===== src/sv/cbi_pkg.sv =====
`timescale 1ns / 1ps

package cbi_pkg;

    // Interleaver geometry
    localparam int BRANCHES   = 12;
    localparam int UNIT_DEPTH = 17;
    localparam int STORE_SIZE = UNIT_DEPTH * BRANCHES * (BRANCHES - 1) / 2;

    localparam int DATA_W = 8;
    localparam int ADDR_W = $clog2(STORE_SIZE);
    localparam int BR_W   = $clog2(BRANCHES);
    // wide enough for the longest branch length itself
    localparam int PTR_W  = $clog2(UNIT_DEPTH * (BRANCHES - 1) + 1);

    // Per-request view of the current branch
    typedef struct packed {
        logic              pass;    // branch 0: no delay
        logic              filled;  // branch has wrapped once, store holds real data
        logic [ADDR_W-1:0] addr;    // delay store entry for this request
    } t_slot;

endpackage


===== src/sv/cbi_seq.sv =====
`timescale 1ns / 1ps

module cbi_seq import cbi_pkg::*; (
    input  logic  i_clk,
    input  logic  i_rst_n,
    input  logic  i_advance,
    output t_slot o_slot
);

    logic [BR_W-1:0]   r_branch, n_branch;
    logic [ADDR_W-1:0] r_base, n_base;
    logic [PTR_W-1:0]  r_len, n_len;
    logic [PTR_W-1:0]  r_ptr [BRANCHES];
    logic [BRANCHES-1:0] r_full;

    logic [PTR_W-1:0] w_ptr;
    logic [PTR_W-1:0] w_ptr_inc;
    logic             w_wrap;
    logic             w_last;

    assign w_ptr     = r_ptr[r_branch];
    assign w_ptr_inc = w_ptr + 1'b1;
    assign w_wrap    = (w_ptr_inc == r_len);
    assign w_last    = (r_branch == BR_W'(BRANCHES - 1));

    // Walk branch base and length along with the index: adds only
    always_comb begin
        if (w_last) begin
            n_branch = '0;
            n_base   = '0;
            n_len    = '0;
        end else begin
            n_branch = r_branch + 1'b1;
            n_base   = r_base + ADDR_W'(r_len);
            n_len    = r_len + PTR_W'(UNIT_DEPTH);
        end
    end

    always_ff @(posedge i_clk) begin
        if (!i_rst_n) begin
            r_branch <= '0;
            r_base   <= '0;
            r_len    <= '0;
            r_full   <= '0;
            for (int k = 0; k < BRANCHES; k++) begin
                r_ptr[k] <= '0;
            end
        end else if (i_advance) begin
            r_branch <= n_branch;
            r_base   <= n_base;
            r_len    <= n_len;
            if (r_branch != '0) begin
                r_ptr[r_branch] <= w_wrap ? '0 : w_ptr_inc;
                if (w_wrap) begin
                    r_full[r_branch] <= 1'b1;
                end
            end
        end
    end

    assign o_slot.pass   = (r_branch == '0);
    assign o_slot.filled = r_full[r_branch];
    assign o_slot.addr   = r_base + ADDR_W'(w_ptr);

endmodule


===== config.mk =====
export PLATFORM = sky130hd
export DESIGN_NAME = cbi_seq
export DESIGN_NICKNAME = d
export VERILOG_FILES = /design/src/sv/cbi_pkg.sv /design/src/sv/cbi_seq.sv
export SDC_FILE = /design/constraint.sdc
export NUM_CORES = 1
export LEC_CHECK = 0
export BUFFER_PORTS_ARGS = -buffer_cell sky130_fd_sc_hd__buf_2
export CAP_MARGIN = 20
export CORE_ASPECT_RATIO = 2
export CORE_MARGIN = 2
export CORE_UTILIZATION = 55
export DETAILED_ROUTE_END_ITERATION = 8
export PLACE_DENSITY = 0.82
export SYNTH_ARGS = -nofsm -noshare
export SYNTH_HDL_FRONTEND = slang
export SYNTH_SLANG_ARGS = --single-unit

===== constraint.sdc =====
create_clock -name i_clk -period 4.75 [get_ports i_clk]
set_input_delay 0.2375 -clock i_clk [delete_from_list [all_inputs] [get_ports i_clk]]
set_output_delay 0.2375 -clock i_clk [all_outputs]
set_load 0.1 [all_outputs]

======== Yosys cells after proc, flatten, opt, wreduce, memory -nomap -nowiden ========
Memories as Yosys holds them, arrays and structs flattened. A register that Yosys moved wholly into a read port is not among the register bits.
Index checks and enable logic that the tools add are counted.
storage, ports and cells
  flip-flop bits (word level) ............. 35
  RAM bits ................................ 96
  memories kept ........................... 1
  output and inout port bits .............. 13
  input port bits ......................... 3
cells by class
  $add $sub $neg .......................... 5
  bitwise gates (word level) .............. 1
  mux-type cells .......................... 18
  reductions and logical operators ........ 5
  equal/unequal tests ..................... 2
  $lt $le $gt $ge ......................... 2
memories
  name   words  width  read ports  clocked after memory_dff  write ports  line           RTL
  r_ptr  12     8      1           1                         12           cbi_seq.sv:13  logic [PTR_W-1:0] r_ptr [BRANCHES];
operator list
  cell                                                                                  count
  8-bit 2-to-1 mux                                                                      3
  11-bit by 8-bit adder with 11-bit output                                              2
  4-bit 2-to-1 mux                                                                      4
  12-bit OR                                                                             1
  11-bit 2-to-1 mux                                                                     1
  8-bit by 1-bit adder with 8-bit output (second input constant)                        1
  8-bit by 5-bit adder with 8-bit output (second input constant)                        1
  8-bit == test                                                                         1
  1-bit 2-to-1 mux                                                                      8
  8-bit OR reduction                                                                    1
  4-bit by 5-bit less-than comparator with 1-bit output (second input constant)         1
  4-bit by 1-bit adder with 4-bit output (second input constant)                        1
  1-bit binary-select mux with 4-bit select                                             1
  1-bit demux with 4-bit select                                                         1
  4-bit == test (second input constant)                                                 1
  4-bit by 1-bit greater-or-equal comparator with 1-bit output (second input constant)  1
  4-bit zero test                                                                       1
  4-bit nonzero test                                                                    1
  3-bit AND reduction                                                                   1
  1-bit logical AND                                                                     1

======== Depth between registers and ports, before layout ========
Gate-level depths: netlist of the first run.
  depth in word-level cells ............... 7
  gate-level depth with buffers ........... 18

======== Worst setup path before layout of the first run ========
Ideal clock, no wire load.
  kind .................................... flip-flop to output port
  start point ............................. reg (tool-made name)
  end point ............................... out o_slot[10] (netlist bit)
  data arrival time ....................... 4.744 ns
  stages on the path, launching flop included .. 19
  path slack .............................. -0.231 ns
  cells stage by stage .................... dfxtp_1 > buf_4 > buf_6 > mux4_2 > mux2i_1 > mux2i_1 > clkbuf_1 > ha_1 > inv_1 > fa_1 > nor2b_1 > o21ai_0 > a21boi_0 > o21a_1 > o21ai_0 > nand2b_1 > a21o_1 > nand3_1 > xnor2_1
RTL lines
  item           line          RTL
  end, declared  cbi_seq.sv:7  output t_slot o_slot

==> impl_metrics.yaml, run 1 <==
status:
  status: "complete, no violations"
timing:
  finalHoldViolCount: 0
  setup_viol: 0
  skew_ns: 0.00879
  setup-tns-final_ns: 0
  fin_crit_ns: 4.56
  relSlewSlack: 0.327
  fin_ws_ns: 0.188
  slew_viol_final: 0
  final.period_utilization: 0.960
  max_freq_mhz: 219
  fin_hold_ws_ns: 0.278
  grt_setup_unrepaired: "false"
  worst_pin_slew_ns: 1.01
placement:
  post-place-ws_ns: 0.480
  finalWeightedCongestion: 0.982
  dpl.hpwl_um: 15100
  port_buffers: 15
die:
  fp.coreArea_um2: 14400
  pin_count: 16
  dieHeight_um: 176
  dieArea_um2: 15800
  start_util: 0.564
  die_w_um: 90.0
  std_cell_rows: 62
yosys:
  yosysMostFrequentCell: "edfxtp_1"
  ys_seq_area_frac: 0.569
  synth_cell_types: 57
  synth_common_cells: "edfxtp_1, nor2_1, nand2_1, dfxtp_1, mux4_2"
  yosysWarningCount: 0
  yosys.area.top_type: "edfxtp_1"
  synth_edf_count: 128
  synth_async_sr_flop_share: 0
  ys_ff_latch: 167
  syn-instance-count: 656
  syn_area_per_cell_um2: 12.4
  synthTopCellsByArea: "edfxtp_1, dfxtp_1, mux4_2"
  yosysTopAreaCellShare: 0.473
  synthFlopType: "edfxtp_1"
  synth_area_um2: 8130
drt:
  drtIter0Drc: 541
  antenna_left: 0
  viasPerCell: 6.28
  dr.pass1.iters: 6
  wl_um: 21300
  vias: 5502
  drc: 0
  post_drt_wl_per_cell_um: 24.4
global_route:
  grt_pass1_wl_um: 32400
  antenna_found_initial: 0
  grt-ovfl-total: 0
  grt_max_degree: 44
  first_global_vias: 5698
  grt_use_total: 0.281
clock_network:
  cts_buffers: 17
  cts.clk_slew.worst_paths_ns: 0.07
  post-cts-setup-buffers: 0
  tritoncts: "built"
  clk-insertion-delay-late_ns: 0.43
  htreeDepth: 4
  cts_root_buf: "clkbuf_16"
  cts_sinks: 167
  cts.path.max_buffers: 2
setup_path:
  crit_path_cell_trace: "buf_12 > mux4_2 > mux2_2 > mux2i_2 > inv_1 > ha_1 > o21ai_0 > a21boi_0 > o21a_1 > o21ai_0 > nand2b_1 > a21o_1 > nand3_1 > xnor2_2 > buf_12"
  cp-start-kind: "flip-flop"
  worstSetupEndpointType: "primary output"
  critPathTopFamily: "multiplexers"
  cp_data_required_time_ns: 4.51
  arrival_ns: 4.32
  slowest_delay_ns: 0.53
  critPathBufInv: 3
  slowest_stage: "mux4_2"
  path_class: "reg2out"
  critPathMaxFanout: 28
final_layout:
  diodes: 0
  fillerInstances: 1066
  final_util: 0.627
  layout-area-overhead-vs-synth_pct: 11.3
  finalNetCount: 698
  final_layout_size_suffix_gt1_frac: 0.156
worst_hold_path:
  min_path_type: "in2reg"
power:
  p_per_area_nw_per_um2: 397
  p_leak_nw: 3.30
  totalPowerFinal_w: 0.00359
  vdd_drop_max_uv: 257
run:
  drv_cap: 0
==> through the flow <==
stage / cell area (um2) / cells
final: 9050 / 876
after global routing: 9050 / 876
after CTS: 9050 / 876
after detailed placement: 8470 / 844
after global placement: 8470 / 844
after floorplan: 8170 / 663
==> layout by cell type (no fill, tap or decap), types with 7 or more instances in the layout <==
cell / instances
xor2_1: 7
conb_1: 8
buf_4: 12
inv_1: 30
nor3_1: 26
nor3b_1: 12
buf_2: 10
buf_12: 7
a21oi_1: 18
ha_1: 22
mux4_2: 34
nor2_1: 91
xnor2_1: 22
and2_1: 8
edfxtp_1: 128
or3_1: 8
dfxtp_1: 37
mux2i_1: 10
a32o_1: 7
clkbuf_16: 17
nand2_1: 53
nand3_1: 14
o21ai_0: 13
==> flip-flops by register name, indices dropped and copies added, names as in the netlist, named ones only <==
register	cells
r_base	11
r_branch	4
r_full	12
r_len	8
r_ptr	128
==> area by class of cell <==
type	count	area (um2)	share of cell area
tap	192	240	0.0265
inverter	31	116	0.0129
multi-input combinational	425	3210	0.355
clock inverter	14	150	0.0166
timing repair buffer	29	280	0.0310
clock buffer	18	429	0.0474
sequential	167	4630	0.511
==> logic make-up after synthesis <==
group,synth area share
compound gates,0.0648
xor+xnor,0.0351
other cells,0.000461
mux,0.115
buf+inv,0.0411
fa+ha+maj,0.0388
simple gates,0.136
flops,0.569
==> power breakdown <==
part | internal, W | switching, W
Sequential | 0.00162 | 0.0000293
Combinational | 0.000175 | 0.000406
Clock | 0.000778 | 0.000580
Total | 0.00258 | 0.00102
==> path summary, 6_finish.rpt <==
check / cells after the start / start / slack [ns] / to
setup / recovery: 15 / flip-flop / 0.19 / o_slot[10]
hold / removal: 3 / i_advance / 0.28 / r_base[9]$_SDFFE_PN0P_
setup reg to reg: 13 / flip-flop / 0.50 / r_ptr[13][0]$_DFFE_PP_
hold reg to reg: 2 / r_full[11]$_SDFFE_PN0P_ / 0.47 / r_full[11]$_SDFFE_PN0P_
==> metal layers <==
layer,track usage,share of wire,vias up,routed length [um]
met1,0.272,0.32,2675,6750
met2,0.501,0.53,307,11200
met3,0.0525,0.060,104,1270
li1,-,-,2416,-
met5,0,0,-,0
met4,0.254,0.098,0,2090
==> worst min-delay path, cell delays in order <==
cell and delay, ns:
buf_2 0.24, nand4_1 0.13, nand2_1 0.06
==> what timing repair did <==
action,CTS,global route
hold buffers,0,0
resized for setup,1,2
setup endpoints to repair,1,3
Note: power is estimated with default switching activity, not from simulation.
==> run 2: changes to the inputs <==
Settings changed: CELL_PAD_IN_SITES_DETAIL_PLACEMENT set to 1, CELL_PAD_IN_SITES_GLOBAL_PLACEMENT set to 1, CORE_MARGIN 2 to 3, CORE_UTILIZATION 55 to 52, PLACE_DENSITY 0.82 to 0.91.
==> impl_metrics.yaml, run 2 (synthesis results as in run 1) <==
drt:
  drtIter0Drc: 494
  post_drt_wl_per_cell_um: 28.4
  vias: 5676
  antenna_left: 0
  dr.pass1.iters: 5
  viasPerCell: 6.43
  drc: 0
  wl_um: 25100
clock_network:
  cts_root_buf: "clkbuf_16"
  htreeDepth: 4
  tritoncts: "built"
  cts_sinks: 167
  cts_buffers: 17
  clk-insertion-delay-late_ns: 0.44
  cts.path.max_buffers: 2
  cts.clk_slew.worst_paths_ns: 0.07
  cts.hold.buffers_added: 0
global_route:
  antenna_found_initial: 0
  grt_use_total: 0.309
  grt_pass1_wl_um: 37900
  grt-ovfl-total: 0
  grt_max_degree: 37
  first_global_vias: 6333
timing:
  fin_hold_ws_ns: 0.270
  skew_ns: 0.0108
  setup_viol: 0
  max_freq_mhz: 225
  fin_ws_ns: 0.296
  setup-tns-final_ns: 0
  final.period_utilization: 0.938
  worst_pin_slew_ns: 1.05
  relSlewSlack: 0.301
  fin_crit_ns: 4.45
  finalHoldViolCount: 0
  slew_viol_final: 0
setup_path:
  arrival_ns: 4.22
  path_common_cell: "o21ai_0"
  critPathMaxFanout: 11
  slowest_delay_ns: 0.54
  cp_data_required_time_ns: 4.51
  critPathTopFamily: "multiplexers"
  critPathBufInv: 3
  worstSetupEndpointType: "primary output"
  slowest_stage: "dfxtp_2"
  path_class: "reg2out"
  crit_path_cell_trace: "buf_4 > mux4_2 > mux2_2 > mux2i_4 > inv_1 > ha_1 > o21ai_0 > a21boi_0 > o21a_1 > o21ai_0 > nand2b_1 > a21o_1 > nand3_1 > xnor2_2 > buf_12"
  cp-start-kind: "flip-flop"
final_layout:
  final_layout_size_suffix_gt1_frac: 0.162
  final_common_cell: "edfxtp_1"
  top_register: "r_ptr"
  largest_reg_flops: 128
  regArea_um2: 4630
  mostFrequentLayoutCells: "edfxtp_1, nor2_1, nand2_1"
  final_util: 0.597
  diodes: 0
  layout-area-overhead-vs-synth_pct: 12.2
  fillerInstances: 1510
  finalNetCount: 699
  finalNonFillerCells: 883
  multi_input_area_um2: 3220
  reg_top3: "r_ptr: 128 flops, r_full: 12 flops, r_base: 11 flops"
worst_hold_path:
  min_path_type: "in2reg"
power:
  intPower_w: 0.00268
  netSwitchingPower_w: 0.00105
  seq_power_share: 0.444
  p_per_area_nw_per_um2: 409
  switching_share: 0.282
  vdd_drop_max_uv: 265
  pwr-share-clk: 0.398
  combPwrFrac: 0.158
  p_leak_nw: 3.31
die:
  std_cell_rows: 64
  start_util: 0.532
  pin_count: 16
  dieHeight_um: 183
  fp.coreArea_um2: 15300
  dieArea_um2: 17300
  die_w_um: 94.4
placement:
  post-place-ws_ns: 0.329
  finalWeightedCongestion: 0.933
  dpl.hpwl_um: 18000
  dp.cells: 851
  port_buffers: 15
run:
  drv_cap: 0
status:
  status: "complete, no violations"
run 2: changes by cell type in the layout (fill, tap and decap cells not counted), moves of 2 or more:
cell / previous run / this run
clkinvlp_4: 0 / 5
clkinv_4: 5 / 0
bufinv_16: 2 / 4
dfxtp_4: 0 / 2
run 2: repair_timing:
action | in CTS | in global routing
setup endpoints to repair | 3 | 3
cloned | 0 | 0
buffers inserted | 0 | 0
gates resized for setup | 3 | 5
run 2: layout make-up:
type                       count  share of cell area
multi-input combinational    425               0.353
clock buffer                  17              0.0466
tap                          198              0.0271
sequential                   167               0.508
inverter                      31              0.0128
clock inverter                15              0.0219
timing repair buffer          30              0.0308
run 2: stage by stage:
| step | total power, W | instance area [um2] |
|---|---|---|
| floorplan | 0.00209 | 8170 |
| global placement | 0.00224 | 8480 |
| detailed placement | 0.00226 | 8480 |
| CTS | 0.00374 | 9110 |
| global route | 0.00384 | 9130 |
| finish | 0.00374 | 9130 |
run 2: path summary, 6_finish.rpt:
kind                            from                   endpoint  slack [ns]  depth (start not counted)
max                        flip-flop                 o_slot[10]        0.30                         15
min reg2reg  r_full[10]$_SDFFE_PN0P_    r_full[10]$_SDFFE_PN0P_        0.47                          2
max reg2reg                flip-flop  r_ptr[9][1]$_SDFFCE_PN0P_        0.56                         14
min                        i_advance     r_base[2]$_SDFFE_PN0P_        0.27                          3
run 2: worst reg2reg max path, stage by stage, from the launching register on:
cell	delay [ns]
dfxtp_2	0.42
buf_4	0.25
nor2b_1	0.28
a22oi_1	0.14
and3_1	0.25
inv_1	0.10
ha_1	0.19
inv_1	0.10
a211oi_1	0.42
o211ai_1	0.18
nor4_1	0.56
o2111ai_4	0.33
nor2_4	0.32
buf_12	0.24
nor3b_1	0.12
run 2: metal layers:
| layer | GRT usage | up-vias | part of all wire |
|---|---|---|---|
| met1 | 0.312 | 2898 | 0.32 |
| met3 | 0.0603 | 111 | 0.050 |
| met4 | 0.214 | 0 | 0.075 |
| met5 | 0 | - | 0 |
| met2 | 0.554 | 247 | 0.55 |
| li1 | - | 2420 | - |
run 2: power groups by stage:
stage / sequential (W) / combinational (W) / clock [W]
3_3_place_gp: 0.00168 / 0.000558 / 0
3_5_place_dp: 0.00169 / 0.000577 / 0
4_1_cts: 0.00166 / 0.000585 / 0.00150
6_report: 0.00166 / 0.000591 / 0.00149
2_1_floorplan: 0.00167 / 0.000421 / 0
5_1_grt: 0.00166 / 0.000621 / 0.00156
